<file path="src/rtl/cfa_pkg.sv">
package cfa_pkg;

	localparam int FN_W       = 20;
	localparam int CNT_W      = 11;
	localparam int STAT_W     = 3;
	localparam int KIND_W     = 2;
	localparam int FPW        = 4;
	localparam int LANE_W     = 2;
	localparam int WORD_W     = 2 * FPW;
	localparam int S_TDATA_W  = 32;
	localparam int M_TDATA_W  = 40;
	localparam int APB_DATA_W = 32;
	localparam int APB_ADDR_W = 3;

	localparam logic [WORD_W-1:0] WORD_ALL_FREE = 8'hFF;

	localparam logic REG_BASE  = 1'b0;
	localparam logic REG_COUNT = 1'b1;

	typedef enum logic [1:0] {
		ST_BODY  = 2'b00,
		ST_INACC = 2'b01,
		ST_HEAD  = 2'b10,
		ST_FREE  = 2'b11
	} frame_st_t;

	typedef enum logic [STAT_W-1:0] {
		STAT_OK        = 3'd0,
		STAT_BAD_RANGE = 3'd1,
		STAT_NO_SPACE  = 3'd2,
		STAT_NOT_HEAD  = 3'd3,
		STAT_NOT_FREE  = 3'd4
	} status_t;

	typedef enum logic [KIND_W-1:0] {
		KIND_ALLOC   = 2'd0,
		KIND_RELEASE = 2'd1,
		KIND_MARK    = 2'd2
	} kind_t;

	typedef enum logic [1:0] {
		M_SCAN,
		M_CHECK,
		M_FILL,
		M_FREE
	} sweep_mode_t;

	typedef enum logic [2:0] {
		S_CLEAR,
		S_IDLE,
		S_DEC,
		S_SWEEP,
		S_OUT
	} ctrl_state_t;

	typedef struct packed {
		sweep_mode_t      mode;
		logic [1:0]       head;
		logic [CNT_W-1:0] cnt;
		logic [CNT_W-1:0] run;
	} wu_ctl_t;

	typedef struct packed {
		logic [WORD_W-1:0] word;
		logic [CNT_W-1:0]  run;
		logic              hit;
		logic              not_head;
		logic [LANE_W-1:0] lane;
		logic [2:0]        freed;
	} wu_res_t;

endpackage

</file>
<file path="src/rtl/contiguous_frame_allocator.sv">
// Page frame allocator with a 2-bit state per frame, kept four frames to a word in one RAM.
// Each request is handled alone by a sequencer that sweeps the RAM one word per cycle through a
// shared word unit, so the block is not ready until the result has been handed to the output
// register. An allocate request scans from frame zero until it finds the run and then writes the
// run. A mark request checks its range and then writes it, and a release walks
// from the head to the end of its run. Each request also passes through acceptance, decode and
// handoff, with a registered RAM read in every pass, and it waits in handoff while the previous
// result is still held in the output register. After reset and after every register write
// the RAM is cleared word by word to all free, during which no item is taken.
module contiguous_frame_allocator #(
	parameter int MAX_FRAMES = 1024
) (
	input  logic                             clk,
	input  logic                             arst_n,
	input  logic                             s_tvalid,
	output logic                             s_tready,
	// frame_number [19:0], frame_count [30:20], zero fill [31]
	input  logic [cfa_pkg::S_TDATA_W-1:0]    s_tdata,
	// kind [1:0]
	input  logic [cfa_pkg::KIND_W-1:0]       s_tuser,
	output logic                             m_tvalid,
	input  logic                             m_tready,
	// result_frame [19:0], status [22:20], free_frames [33:23], zero fill [39:34]
	output logic [cfa_pkg::M_TDATA_W-1:0]    m_tdata,
	input  logic                             psel,
	input  logic                             penable,
	input  logic                             pwrite,
	input  logic [cfa_pkg::APB_ADDR_W-1:0]   paddr,
	input  logic [cfa_pkg::APB_DATA_W-1:0]   pwdata,
	output logic [cfa_pkg::APB_DATA_W-1:0]   prdata,
	output logic                             pready
);

	import cfa_pkg::*;

	localparam int IW    = $clog2(MAX_FRAMES);
	localparam int NW    = (IW + 1 > CNT_W) ? IW + 1 : CNT_W;
	localparam int WORDS = (MAX_FRAMES + FPW - 1) / FPW;
	localparam int AW    = (WORDS > 1) ? $clog2(WORDS) : 1;
	localparam int WW    = NW - LANE_W;

	ctrl_state_t       state_q, state_d;
	logic [FN_W-1:0]   base_q;
	logic [CNT_W-1:0]  pfc_q;
	logic [KIND_W-1:0] kind_q;
	logic [FN_W-1:0]   fn_q;
	logic [CNT_W-1:0]  cnt_q;
	logic [CNT_W-1:0]  free_total_q, free_d;
	logic [FN_W-1:0]   res_q, res_d;
	status_t           stat_q, stat_d;
	logic [WW-1:0]     clr_q;

	sweep_mode_t       mode_q;
	logic [1:0]        head_q;
	logic [NW-1:0]     lo_q, hi_q;
	logic [WW-1:0]     rd_word_q, last_word_q, word_s1;
	logic              issuing_q, v_s1;
	logic [CNT_W-1:0]  run_q;

	logic              m_valid_q;
	logic [FN_W-1:0]   out_res_q;
	status_t           out_stat_q;
	logic [CNT_W-1:0]  out_free_q;

	logic              cfg_we;
	logic [NW-1:0]     n_active;
	logic              fn_ge;
	logic [FN_W-1:0]   off_full;
	logic [FN_W:0]     mark_end;

	logic              launch;
	sweep_mode_t       launch_mode;
	logic [NW-1:0]     launch_lo, launch_hi;
	logic [1:0]        launch_head;
	logic              out_load;

	wu_ctl_t           wu_ctl;
	wu_res_t           wu_res;
	logic [NW-1:0]     hit_idx, alloc_start;
	logic              term, done;

	logic              ram_we, ram_re;
	logic [AW-1:0]     ram_waddr, ram_raddr;
	logic [WORD_W-1:0] ram_wdata, ram_rdata;

	assign cfg_we   = psel && penable && pwrite && pready;
	assign pready   = 1'b1;
	assign prdata   = (paddr[2] == REG_COUNT) ? APB_DATA_W'(pfc_q) : APB_DATA_W'(base_q);

	assign n_active = (NW'(pfc_q) < NW'(MAX_FRAMES)) ? NW'(pfc_q) : NW'(MAX_FRAMES);
	assign fn_ge    = (fn_q >= base_q);
	assign off_full = fn_q - base_q;
	assign mark_end = {1'b0, off_full} + (FN_W + 1)'(cnt_q);

	assign s_tready = (state_q == S_IDLE);
	assign m_tvalid = m_valid_q;
	assign m_tdata  = M_TDATA_W'({out_free_q, out_stat_q, out_res_q});

	assign wu_ctl.mode = mode_q;
	assign wu_ctl.head = head_q;
	assign wu_ctl.cnt  = cnt_q;
	assign wu_ctl.run  = run_q;

	cfa_word_unit #(
		.IDX_W(NW)
	) u_word_unit (
		.ctl      (wu_ctl),
		.word_base({word_s1, LANE_W'(0)}),
		.lo       (lo_q),
		.hi       (hi_q),
		.word_in  (ram_rdata),
		.res      (wu_res)
	);

	assign hit_idx     = {word_s1, wu_res.lane};
	assign alloc_start = hit_idx + 1'b1 - NW'(cnt_q);
	assign term        = ((mode_q == M_SCAN || mode_q == M_CHECK) && wu_res.hit) ||
	                     (mode_q == M_FREE && (wu_res.hit || wu_res.not_head));
	assign done        = (state_q == S_SWEEP) && v_s1 && ((word_s1 == last_word_q) || term);

	assign ram_we    = (state_q == S_CLEAR) ||
	                   ((state_q == S_SWEEP) && v_s1 && (mode_q == M_FILL || mode_q == M_FREE));
	assign ram_waddr = (state_q == S_CLEAR) ? AW'(clr_q) : AW'(word_s1);
	assign ram_wdata = (state_q == S_CLEAR) ? WORD_ALL_FREE : wu_res.word;
	assign ram_re    = (state_q == S_SWEEP) && issuing_q;
	assign ram_raddr = AW'(rd_word_q);

	cfa_ram #(
		.WIDTH(WORD_W),
		.DEPTH(WORDS)
	) u_state_ram (
		.clk  (clk),
		.we   (ram_we),
		.waddr(ram_waddr),
		.wdata(ram_wdata),
		.re   (ram_re),
		.raddr(ram_raddr),
		.rdata(ram_rdata)
	);

	always_comb begin
		state_d     = state_q;
		launch      = 1'b0;
		launch_mode = M_SCAN;
		launch_lo   = '0;
		launch_hi   = '0;
		launch_head = ST_HEAD;
		stat_d      = stat_q;
		res_d       = res_q;
		free_d      = free_total_q;
		out_load    = 1'b0;
		case (state_q)
			S_CLEAR: begin
				free_d = CNT_W'(n_active);
				if (clr_q == WW'(WORDS - 1)) begin
					state_d = S_IDLE;
				end
			end
			S_IDLE: begin
				if (s_tvalid) begin
					state_d = S_DEC;
				end
			end
			S_DEC: begin
				res_d   = '0;
				stat_d  = STAT_BAD_RANGE;
				state_d = S_OUT;
				case (kind_q)
					KIND_ALLOC: begin
						if (cnt_q == '0) begin
							stat_d = STAT_BAD_RANGE;
						end else if (NW'(cnt_q) > n_active) begin
							stat_d = STAT_NO_SPACE;
						end else begin
							launch      = 1'b1;
							launch_mode = M_SCAN;
							launch_lo   = '0;
							launch_hi   = n_active;
							state_d     = S_SWEEP;
						end
					end
					KIND_RELEASE: begin
						if (fn_ge && (off_full < FN_W'(n_active))) begin
							launch      = 1'b1;
							launch_mode = M_FREE;
							launch_lo   = NW'(off_full);
							launch_hi   = n_active;
							stat_d      = STAT_OK;
							state_d     = S_SWEEP;
						end
					end
					KIND_MARK: begin
						if ((cnt_q != '0) && fn_ge && (mark_end <= (FN_W + 1)'(n_active))) begin
							launch      = 1'b1;
							launch_mode = M_CHECK;
							launch_lo   = NW'(off_full);
							launch_hi   = NW'(off_full) + NW'(cnt_q);
							state_d     = S_SWEEP;
						end
					end
					default: begin
						stat_d = STAT_BAD_RANGE;
					end
				endcase
			end
			S_SWEEP: begin
				if (v_s1 && mode_q == M_FREE) begin
					free_d = free_total_q + CNT_W'(wu_res.freed);
				end
				if (done) begin
					case (mode_q)
						M_SCAN: begin
							if (wu_res.hit) begin
								launch      = 1'b1;
								launch_mode = M_FILL;
								launch_lo   = alloc_start;
								launch_hi   = hit_idx + 1'b1;
								launch_head = ST_HEAD;
								res_d       = base_q + FN_W'(alloc_start);
								stat_d      = STAT_OK;
								free_d      = free_total_q - cnt_q;
							end else begin
								stat_d  = STAT_NO_SPACE;
								state_d = S_OUT;
							end
						end
						M_CHECK: begin
							if (wu_res.hit) begin
								stat_d  = STAT_NOT_FREE;
								state_d = S_OUT;
							end else begin
								launch      = 1'b1;
								launch_mode = M_FILL;
								launch_lo   = lo_q;
								launch_hi   = hi_q;
								launch_head = ST_INACC;
								stat_d      = STAT_OK;
								free_d      = free_total_q - cnt_q;
							end
						end
						M_FILL: begin
							state_d = S_OUT;
						end
						M_FREE: begin
							if (wu_res.not_head) begin
								stat_d = STAT_NOT_HEAD;
							end
							state_d = S_OUT;
						end
						default: begin
							state_d = S_OUT;
						end
					endcase
				end
			end
			S_OUT: begin
				if (!m_valid_q || m_tready) begin
					out_load = 1'b1;
					state_d  = S_IDLE;
				end
			end
			default: begin
				state_d = S_CLEAR;
			end
		endcase
		if (cfg_we) begin
			state_d = S_CLEAR;
		end
	end

	always_ff @(posedge clk or negedge arst_n) begin
		if (!arst_n) begin
			state_q      <= S_CLEAR;
			base_q       <= '0;
			pfc_q        <= CNT_W'(1024);
			clr_q        <= '0;
			issuing_q    <= 1'b0;
			v_s1         <= 1'b0;
			m_valid_q    <= 1'b0;
			free_total_q <= '0;
		end else begin
			state_q      <= state_d;
			free_total_q <= free_d;
			if (cfg_we) begin
				if (paddr[2] == REG_COUNT) begin
					pfc_q <= pwdata[CNT_W-1:0];
				end else begin
					base_q <= pwdata[FN_W-1:0];
				end
			end
			if (cfg_we) begin
				clr_q <= '0;
			end else if (state_q == S_CLEAR) begin
				clr_q <= clr_q + 1'b1;
			end
			if (launch) begin
				issuing_q <= 1'b1;
				v_s1      <= 1'b0;
			end else if (state_q == S_SWEEP) begin
				if (done) begin
					issuing_q <= 1'b0;
					v_s1      <= 1'b0;
				end else begin
					v_s1 <= issuing_q;
					if (issuing_q && rd_word_q == last_word_q) begin
						issuing_q <= 1'b0;
					end
				end
			end else begin
				issuing_q <= 1'b0;
				v_s1      <= 1'b0;
			end
			if (out_load) begin
				m_valid_q <= 1'b1;
			end else if (m_tready) begin
				m_valid_q <= 1'b0;
			end
		end
	end

	always_ff @(posedge clk) begin
		res_q  <= res_d;
		stat_q <= stat_d;
		if (state_q == S_IDLE && s_tvalid) begin
			kind_q <= s_tuser;
			fn_q   <= s_tdata[FN_W-1:0];
			cnt_q  <= s_tdata[FN_W +: CNT_W];
		end
		if (launch) begin
			mode_q      <= launch_mode;
			head_q      <= launch_head;
			lo_q        <= launch_lo;
			hi_q        <= launch_hi;
			rd_word_q   <= WW'(launch_lo >> LANE_W);
			last_word_q <= WW'((launch_hi - 1'b1) >> LANE_W);
			run_q       <= '0;
		end else if (state_q == S_SWEEP) begin
			word_s1 <= rd_word_q;
			if (issuing_q && rd_word_q != last_word_q) begin
				rd_word_q <= rd_word_q + 1'b1;
			end
			if (v_s1) begin
				run_q <= wu_res.run;
			end
		end
		if (out_load) begin
			out_res_q  <= res_q;
			out_stat_q <= stat_q;
			out_free_q <= free_total_q;
		end
	end

	a_free_bound: assert property (@(posedge clk) disable iff (!arst_n)
		(state_q != S_CLEAR) |-> (NW'(free_total_q) <= n_active))
		else $error("free count exceeds the frames in use");

	a_rw_apart: assert property (@(posedge clk) disable iff (!arst_n)
		(ram_we && ram_re) |-> (ram_waddr != ram_raddr))
		else $error("state RAM read and write hit the same word");

	a_fail_zero: assert property (@(posedge clk) disable iff (!arst_n)
		(m_valid_q && out_stat_q != STAT_OK) |-> (out_res_q == '0))
		else $error("failed request returns a nonzero frame");

	a_accept_dec: assert property (@(posedge clk) disable iff (!arst_n)
		(s_tvalid && s_tready && !cfg_we) |=> (state_q == S_DEC))
		else $error("accepted item did not enter decode");

endmodule

</file>
<file path="src/rtl/cfa_ram.sv">
module cfa_ram #(
	parameter int WIDTH = 8,
	parameter int DEPTH = 256,
	localparam int AW = (DEPTH > 1) ? $clog2(DEPTH) : 1
) (
	input  logic             clk,
	input  logic             we,
	input  logic [AW-1:0]    waddr,
	input  logic [WIDTH-1:0] wdata,
	input  logic             re,
	input  logic [AW-1:0]    raddr,
	output logic [WIDTH-1:0] rdata
);

	logic [WIDTH-1:0] mem_q [DEPTH];

	always_ff @(posedge clk) begin
		if (we) begin
			mem_q[waddr] <= wdata;
		end
		if (re) begin
			rdata <= mem_q[raddr];
		end
	end

endmodule

</file>
<file path="src/rtl/cfa_word_unit.sv">
module cfa_word_unit #(
	parameter int IDX_W = 11
) (
	input  cfa_pkg::wu_ctl_t               ctl,
	input  logic [IDX_W-1:0]               word_base,
	input  logic [IDX_W-1:0]               lo,
	input  logic [IDX_W-1:0]               hi,
	input  logic [cfa_pkg::WORD_W-1:0]     word_in,
	output cfa_pkg::wu_res_t               res
);

	import cfa_pkg::*;

	always_comb begin
		logic [IDX_W-1:0]  idx;
		logic              in_rng;
		logic              stop;
		logic [1:0]        code;
		logic [1:0]        code_new;
		logic [CNT_W-1:0]  run;
		logic [2:0]        freed;
		logic [WORD_W-1:0] w;
		logic              hit;
		logic              nh;
		logic [LANE_W-1:0] lane;
		w     = word_in;
		run   = ctl.run;
		stop  = 1'b0;
		hit   = 1'b0;
		nh    = 1'b0;
		freed = '0;
		lane  = '0;
		for (int j = 0; j < FPW; j++) begin
			idx      = word_base + IDX_W'(j);
			in_rng   = (idx >= lo) && (idx < hi);
			code     = word_in[2*j +: 2];
			code_new = code;
			if (in_rng && !stop) begin
				case (ctl.mode)
					M_SCAN: begin
						if (code == ST_FREE) begin
							run = run + 1'b1;
							if (run == ctl.cnt) begin
								hit  = 1'b1;
								stop = 1'b1;
								lane = LANE_W'(j);
							end
						end else begin
							run = '0;
						end
					end
					M_CHECK: begin
						if (code != ST_FREE) begin
							hit  = 1'b1;
							stop = 1'b1;
						end
					end
					M_FILL: begin
						code_new = (idx == lo) ? ctl.head : ST_BODY;
					end
					M_FREE: begin
						if (idx == lo) begin
							if (code == ST_HEAD) begin
								code_new = ST_FREE;
								freed    = freed + 3'd1;
							end else begin
								nh   = 1'b1;
								stop = 1'b1;
							end
						end else if (code == ST_BODY) begin
							code_new = ST_FREE;
							freed    = freed + 3'd1;
						end else begin
							hit  = 1'b1;
							stop = 1'b1;
						end
					end
					default: begin
						code_new = code;
					end
				endcase
			end
			w[2*j +: 2] = code_new;
		end
		res.word     = w;
		res.run      = run;
		res.hit      = hit;
		res.not_head = nh;
		res.lane     = lane;
		res.freed    = freed;
	end

endmodule
</file>
<file path="config.mk">
export PLATFORM = sky130hd
export DESIGN_NAME = contiguous_frame_allocator
export DESIGN_NICKNAME = d
export VERILOG_FILES = /design/src/rtl/cfa_pkg.sv /design/src/rtl/contiguous_frame_allocator.sv /design/src/rtl/cfa_ram.sv /design/src/rtl/cfa_word_unit.sv
export SDC_FILE = /design/constraint.sdc
export NUM_CORES = 2
export LEC_CHECK = 0
export ABC_AREA = 1
export ABC_CLOCK_PERIOD_IN_PS = 21900
export BUFFER_PORTS_ARGS = -buffer_cell sky130_fd_sc_hd__buf_2
export CELL_PAD_IN_SITES_DETAIL_PLACEMENT = 1
export CELL_PAD_IN_SITES_GLOBAL_PLACEMENT = 1
export CORE_MARGIN = 2
export CORE_UTILIZATION = 54
export CTS_BUF_LIST = sky130_fd_sc_hd__clkbuf_8
export DETAILED_ROUTE_END_ITERATION = 6
export PLACE_DENSITY = 0.84
export SETUP_SLACK_MARGIN = 0.5
export SLEW_MARGIN = 15
export SYNTH_ARGS = -nofsm -noshare
export SYNTH_HDL_FRONTEND = slang
export SYNTH_SLANG_ARGS = --single-unit
</file>
<file path="constraint.sdc">
create_clock -name clk -period 21.9 [get_ports clk]
set_input_delay 3.285 -clock clk [delete_from_list [all_inputs] [get_ports clk]]
set_output_delay 3.285 -clock clk [all_outputs]
set_load 0.05 [all_outputs]
</file>
== Word level (Yosys, flattened, before mapping) ==
Memories as Yosys holds them, arrays and structs flattened. A register that Yosys moved wholly into a read port is not among the register bits.
Index checks and enable logic that the tools add are counted.
Word-level totals
  RAM bits: 2048
  bits in read-only memories: 0
  memories: 1
  input port bits: 76
  output and inout port bits: 75
  bits in latches: 0
  register bits: 211
  word-level logic and storage cells: 391
Operators by class
  multiply operators: 0
  add/subtract/negate cells: 21
  divide/modulo/power cells: 0
  multiplexer cells: 224
  reduce and logical (&&, ||, !) cells: 59
  shift-type cells: 0
  magnitude comparators: 13
  bitwise logic cells: 2
  equal/unequal tests: 46
Memory list
  u_state_ram.mem_q: words 256, width 8, rd ports 1, clocked after Yosys merged registers in 1, wr ports 1, RTL line cfa_ram.sv:15  | logic [WIDTH-1:0] mem_q [DEPTH];
Operators by type and width (count)
  11-bit two-way mux: 29
  11-bit case mux with 2 select lines: 7
  3-bit two-way mux: 32
  11-bit equality test: 8
  1-bit two-way mux: 81
  20-bit two-way mux: 4
  2-bit two-way mux: 39
  11-bit by 1-bit adder with 11-bit output, second input constant: 6
  9-bit two-way mux: 5
  11-bit greater-or-equal comparator: 4
  11-bit < comparator: 4
  20-bit case mux with 2 select lines: 1
  11-bit case mux with 3 select lines: 1
  2-bit case mux with 2 select lines: 8
  3-bit case mux with 3 select lines: 3
  1-bit case mux with 3 select lines: 8
  11-bit by 2-bit adder with 11-bit output, second input constant: 2
  2-bit equality test, second input constant: 11
  1-bit logical AND: 22
  11-bit subtractor: 2
  20-bit by 11-bit adder with 21-bit output: 1
  21-bit by 11-bit <= comparator with 1-bit output: 1
  20-bit by 11-bit adder with 20-bit output: 1
  20-bit greater-or-equal comparator: 1
  other kinds (38): 84

== Longest topological paths before layout ==
  word-level depth: 28
  gate-level depth with buffers: 72
  depth with buffers taken out: 70

== By module ==
Synthesis repeated with hierarchy kept, for this count alone.
Second synthesis, totals
  cell total of the unflattened synthesis: 9934
  area, all modules: 104378.9 sq um
By module, submodules not included
  cfa_ram: instances 1, area each 83476.3 sq um, sequential area each 61739.2 sq um, cells each 7003
  contiguous_frame_allocator: instances 1, area each 14211.1 sq um, sequential area each 5941.9 sq um, cells each 1734
  cfa_word_unit: instances 1, area each 6691.4 sq um, sequential area each 0.0 sq um, cells each 1197

== Least setup slack after synthesis ==
No wires, ideal clock.
  path type: register to register
  start: register word_s1[4]
  end: memory u_state_ram.mem_q[0][7] (data pin)
  library setup time: 2187 ps
  buffers on the path: 1
  setup slack: 5974 ps
  cell stages (with the launch flop): 35
  arrival time: 13739 ps
  required time: 19713 ps
  cell sequence: edfxtp_1 ha_1 nand2_1 inv_1 nand2_1 nand2_1 nand2_1 nand2_1 nor2_4 nand2_4 buf_6 nand2_1 nand2_2 ha_1 a21oi_1 nand3b_1 nand2_2 ha_1 nand3_1 nor2_1 nand3_1 clkinv_1 nand2_2 nor2_2 xor2_2 nand2_1 nand2_1 nor2_1 nand3b_1 nand2_1 nand2_1 nand2_1 nand2_2 nand2_4 o21ai_0
On the way
  word-level cells in the longest chain between the ends: 17
  elaborated cells between the ends (all ways): 57
  classes of those cells: add/sub (5); order compare (8); eq/ne (6); mux (28); reduce/logical (10)
RTL lines
  start: declaration: RTL line contiguous_frame_allocator.sv:56  | logic [WW-1:0] rd_word_q, last_word_q, word_s1;
  start signal: assignment: RTL line contiguous_frame_allocator.sv:338  | word_s1 <= rd_word_q;
  11-bit greater-or-equal comparator (tied with other cells): RTL line cfa_word_unit.sv:35  | in_rng = (idx >= lo) && (idx < hi);
  1-bit logical AND or 1-bit two-way mux (tied branches): RTL line cfa_word_unit.sv:35, cfa_word_unit.sv:62
  11-bit two-way mux or 1-bit case mux with 3 select lines (tied branches): RTL line cfa_word_unit.sv:38, cfa_word_unit.sv:39
  11-bit by 1-bit adder with 11-bit output or 1-bit two-way mux (tied branches): RTL line cfa_word_unit.sv:42, cfa_word_unit.sv:38
  11-bit two-way mux (tied with other cells): RTL line cfa_word_unit.sv:41  | if (code == ST_FREE) begin
  11-bit two-way mux (tied with other cells): RTL line cfa_word_unit.sv:39  | case (ctl.mode)
  11-bit two-way mux or 1-bit two-way mux (tied branches): RTL line cfa_word_unit.sv:38, cfa_word_unit.sv:41
  11-bit by 1-bit adder with 11-bit output or 1-bit case mux with 3 select lines (tied branches): RTL line cfa_word_unit.sv:42, cfa_word_unit.sv:39
  (+2 left out)
  1-bit two-way mux (on tied branches): RTL line cfa_word_unit.sv:41, cfa_word_unit.sv:62
  1-bit case mux with 3 select lines: RTL line cfa_word_unit.sv:39
  1-bit two-way mux: RTL line cfa_word_unit.sv:38  | if (in_rng && !stop) begin
  1-bit zero test: RTL line cfa_word_unit.sv:38
  1-bit logical AND: RTL line cfa_word_unit.sv:38
  2-bit two-way mux (*): RTL line cfa_word_unit.sv:38
  8-bit two-way mux (*): RTL line contiguous_frame_allocator.sv:124  | assign ram_wdata = (state_q == S_CLEAR) ? WORD_ALL_FREE : wu_res.word;
  named net ram_wdata[7]: RTL line contiguous_frame_allocator.sv:84  | logic [WORD_W-1:0] ram_wdata, ram_rdata;
  end: declaration: RTL line cfa_ram.sv:15
The timed path passes the listed nets; every way through them passes the cells marked *.

== Worst setup path in the final report ==
  start: register word_s1[3]
  end: register res_q[16] (data pin)
On the way
  word-level cells in the longest chain between the ends: 25
  elaborated cells between the ends (all ways): 75
  classes of those cells: add/sub (9); order compare (8); eq/ne (6); mux (42); reduce/logical (10)
RTL lines
  parallel branches: the longest is 18 deep, another holds 11-bit greater-or-equal comparator
  11-bit by 1-bit adder with 11-bit output (*): RTL line contiguous_frame_allocator.sv:116  | assign alloc_start = hit_idx + 1'b1 - NW'(cnt_q);
  11-bit subtractor (*): RTL line contiguous_frame_allocator.sv:116
  20-bit by 11-bit adder with 20-bit output (*): RTL line contiguous_frame_allocator.sv:219  | res_d = base_q + FN_W'(alloc_start);
  20-bit two-way mux (*): RTL line contiguous_frame_allocator.sv:213  | if (wu_res.hit) begin
  20-bit two-way mux (*): RTL line contiguous_frame_allocator.sv:211  | case (mode_q)
  20-bit two-way mux (*): RTL line contiguous_frame_allocator.sv:210  | if (done) begin
  20-bit case mux with 2 select lines (*): RTL line contiguous_frame_allocator.sv:152  | case (state_q)
  end signal: assignment: RTL line contiguous_frame_allocator.sv:322  | res_q <= res_d;
  end: declaration: RTL line contiguous_frame_allocator.sv:49  | logic [FN_W-1:0] res_q, res_d;
Mark *: on every way between the ends. The select of a mux whose other input is x is not followed.
A chain may end at the register's enable or synchronous reset.

==> results.py <==
metrics = {
    "setup_path": {
        "rrSetupSlack_ps": 10570,
        "rr_endpoint": "res_q[16]",
        "timing.setup.critical_path_class": "reg2reg",
        "cp_max_stage_cell": "edfxtp_1",
        "worst_ep_arrival_time_ps": 12120,
        "timing.critical_path.required_ps": 22690,
        "critical_path_peak_fanout": 17,
        "worstPathBufferInverterCount": 5,
        "critical-path-top-cell-by-count": "nand2_1",
        "critPathTopFamily": "simple AND/OR/NAND/NOR gates",
        "reg2reg_from": "word_s1[3]",
        "endpoint_kind": "register",
        "reg2regPathDepth": 61,
        "crit_path_start_kind": "register",
        "critical-path-max-stage-delay_ps": 600,
    },
    "synth": {
        "synth_warnings": 0,
        "post-synth-top-count-cell": "edfxtp_1",
        "yosysSeqAreaShare_pct": 68.4,
        "yosysUniqueCellTypes": 78,
        "synthFlopType": "edfxtp_1",
        "synth_top_cell_area_share_pct": 66.7,
        "async_reset_ff_share_pct": 2.51,
        "netlist_top_cells_count": "edfxtp_1, nor2_1, o21ai_0, nand2_1, clkbuf_1",
        "ys_ff_latch": 2267,
        "biggest_area_contributors_in_the_synthesized_netlist": "edfxtp_1, o21ai_0, nor2_1",
        "synth_area_leader_cell": "edfxtp_1",
        "synth_edf_count": 2199,
        "synth.cell_area_mm2": 0.0989,
        "post_synth.cell_area_avg_um2": 11.6,
        "synthesis.instances": 8536,
    },
    "pwr": {
        "cellInternalPower_mw": 7.46,
        "static-leakage-power_nw": 36.7,
        "power.density_mw_per_mm2": 102,
        "comb_power_share_pct": 20.0,
        "total_switching_power_mw": 3.55,
        "fin_total_pwr_mw": 11.0,
        "seq_power_share_pct": 49.0,
        "netSwitchingFraction_pct": 32.2,
        "clock_power_share_pct": 30.9,
        "worst_ir_drop_vdd_v": 0.0000642,
    },
    "cts": {
        "post_cts_hold_buffers": 0,
        "cts_setup_buffers": 0,
        "clock_latency_on_the_worst_skew_pair_ps": 1140,
        "cts.clk_slew.worst_paths_ps": 60,
        "clk_root_buffer_cell": "clkbuf_8",
        "post_cts_resized": 0,
        "cts_made_buffers": 375,
        "clock_tree_from_tritoncts": "done",
        "numClockSinks": 2267,
        "cts_max_path_buffers": 4,
        "htreeDepth": 5,
    },
    "min_path": {
        "worst_hold_path.num_cells": 0,
        "worstHoldEndpoint": "out_res_q[0]",
        "hp-start": "res_q[0]",
        "hold_crit_path_type": "reg2reg",
    },
    "grt": {
        "grt_start_max_net_pins": 225,
        "global_route.usage.met2_pct": 56.2,
        "antenna_violations_before_repair": 13,
        "grt_usage_pct": 34.7,
        "vias_in_the_first_global_route": 76500,
        "grt_first_pass_wirelength_mm": 485,
        "met3_track_utilization_from_global_routing_pct": 7.24,
        "groute.layer.met1.usage_pct": 43.8,
        "overflow": 0,
        "grt-busiest-layer": "met2",
    },
    "drt": {
        "drc": 0,
        "detailedRoute.firstPassIterationCount": 6,
        "route.vias.total": 74000,
        "detail_route.wirelength_mm": 330,
        "viasPerCell": 6.56,
        "avgRoutedWirePerCell_um": 29.3,
        "drt_iter0_drc": 8962,
        "remaining_number_of_nets_flagged_by_the_antenna_check_after_routing": 0,
    },
    "die": {
        "floorplan.die.height_um": 432,
        "fp.coreArea_mm2": 0.182,
        "start_util_pct": 54.2,
        "fp.dieArea_mm2": 0.187,
        "die_w_um": 432,
        "io-pin-count": 151,
        "core.rowCount": 157,
    },
    "final_layout": {
        "final_layout_size_suffix_gt1_share_pct": 9.27,
        "area.growth.synth_to_final_pct": 9.19,
        "final_net_count": 8836,
    },
    "sta": {
        "clock_skew_after_layout_ps": 136,
        "fmax_mhz": 88.3,
        "unrepaired_setup_endpoints_after_global_routing": "false",
        "timing_max_transition_violations_final": 0,
        "post-route-period-util_pct": 51.7,
        "final_hold_viol_count": 0,
        "period_minus_slack_ps": 11330,
        "fin_tns_setup_ps": 0,
        "max_slew_margin_pct": 15.9,
        "finalSetupViolCount": 0,
        "worstMarginPinSlew_ps": 1250,
    },
    "status": {
        "run_status": "finished, final reports clean",
    },
    "job": {
        "max_cap_viol_count": 0,
    },
    "placement": {
        "gp_congestion": 0.946,
        "dpl.hpwl_mm": 194,
        "portBuffers": 116,
    },
}
-- area by class of cell --
class	count	area, um^2
fill	18500	74500
sequential	2267	67700
multi-input combinational	5387	27900
clock buffer	384	5290
tap	2385	2980
timing repair buffer	217	1530
inverter	371	1420
clock inverter	256	1210
antenna	10	25.0
-- state kept, by name, indices dropped and copies added (netlist names), 11 cells and up --
register	flops
base_q	20
cnt_q	11
fn_q	20
free_total_q	11
hi_q	11
lo_q	11
out_free_q	11
out_res_q	20
pfc_q	11
res_q	20
run_q	11
u_state_ram.mem_q	2048
-- layout by cell type (no fill, tap or decap), types with 210 or more instances in the layout --
| cell | count |
|---|---|
| nand3_1 | 367 |
| inv_1 | 464 |
| edfxtp_1 | 2199 |
| clkbuf_8 | 384 |
| o21ai_0 | 1181 |
| o221ai_1 | 210 |
| nor2_1 | 1488 |
| o22ai_1 | 323 |
| a21oi_1 | 232 |
| nand2_1 | 838 |
-- worst reg2reg max path, delay by kind of cell, from the launching register on --
family          cells  cell delay (ps)
buf+inv             5              630
compound gates      9             1660
flops               1              600
simple gates       39             5690
xor+xnor            2              610
fa+ha+maj           6             1870
-- layer usage --
metal | share of wire (%) | vias to the layer above
li1 | - | 31400
met1 | 37 | 37000
met2 | 48 | 4518
met3 | 9.6 | 1088
met4 | 5.7 | 20
met5 | 0.042 | -
-- worst max-delay path by stage --
stage	from	endpoint	slack (ps)	cells past startpoint
2_1_floorplan	word_s1[4]	u_state_ram.mem_q[0][7]	5970	34
3_5_place_dp	word_s1[1]	res_q[16]	10750	61
4_1_cts	word_s1[1]	res_q[16]	10710	61
3_3_place_gp	word_s1[1]	res_q[16]	11060	61
6_report	word_s1[3]	res_q[16]	10570	61
5_1_grt	word_s1[3]	res_q[16]	9530	61
-- kinds of logic after synthesis --
logic type / Yosys count / share of synthesized area (%)
buffers and inverters: 899 / 3.59
adder cells (fa/ha/maj): 141 / 1.83
other: 2 / 0.00759
XOR/XNOR: 92 / 0.837
flip-flops: 2267 / 68.4
AND/OR/NAND/NOR: 2952 / 12.4
AO/OA/AOI/OAI: 2183 / 12.9
-- metrics by stage --
stage | setup WS [ps] | hold WS, ps | area, um^2 | cells | utilization (%)
after floorplan | 5970 | 400 | 99000 | 8553 | -
after global placement | 11060 | 404 | 101000 | 10600 | 55.6
after detailed placement | 10750 | 406 | 101000 | 10600 | 55.6
after CTS | 10710 | 421 | 108000 | 11300 | 59.2
after global routing | 9530 | 423 | 108000 | 11300 | 59.2
final | 10570 | 425 | 108000 | 11300 | 59.2
-- power groups by stage --
stage	logic, mW	clock network, mW	registers, mW
after floorplan	1.22	0	5.70
after global placement	2.00	0	5.47
after detailed placement	2.12	0	5.48
after CTS	2.14	3.41	5.40
after global routing	2.35	3.58	5.40
final	2.21	3.40	5.40
No activity file was read; power rests on OpenSTA's default activity.
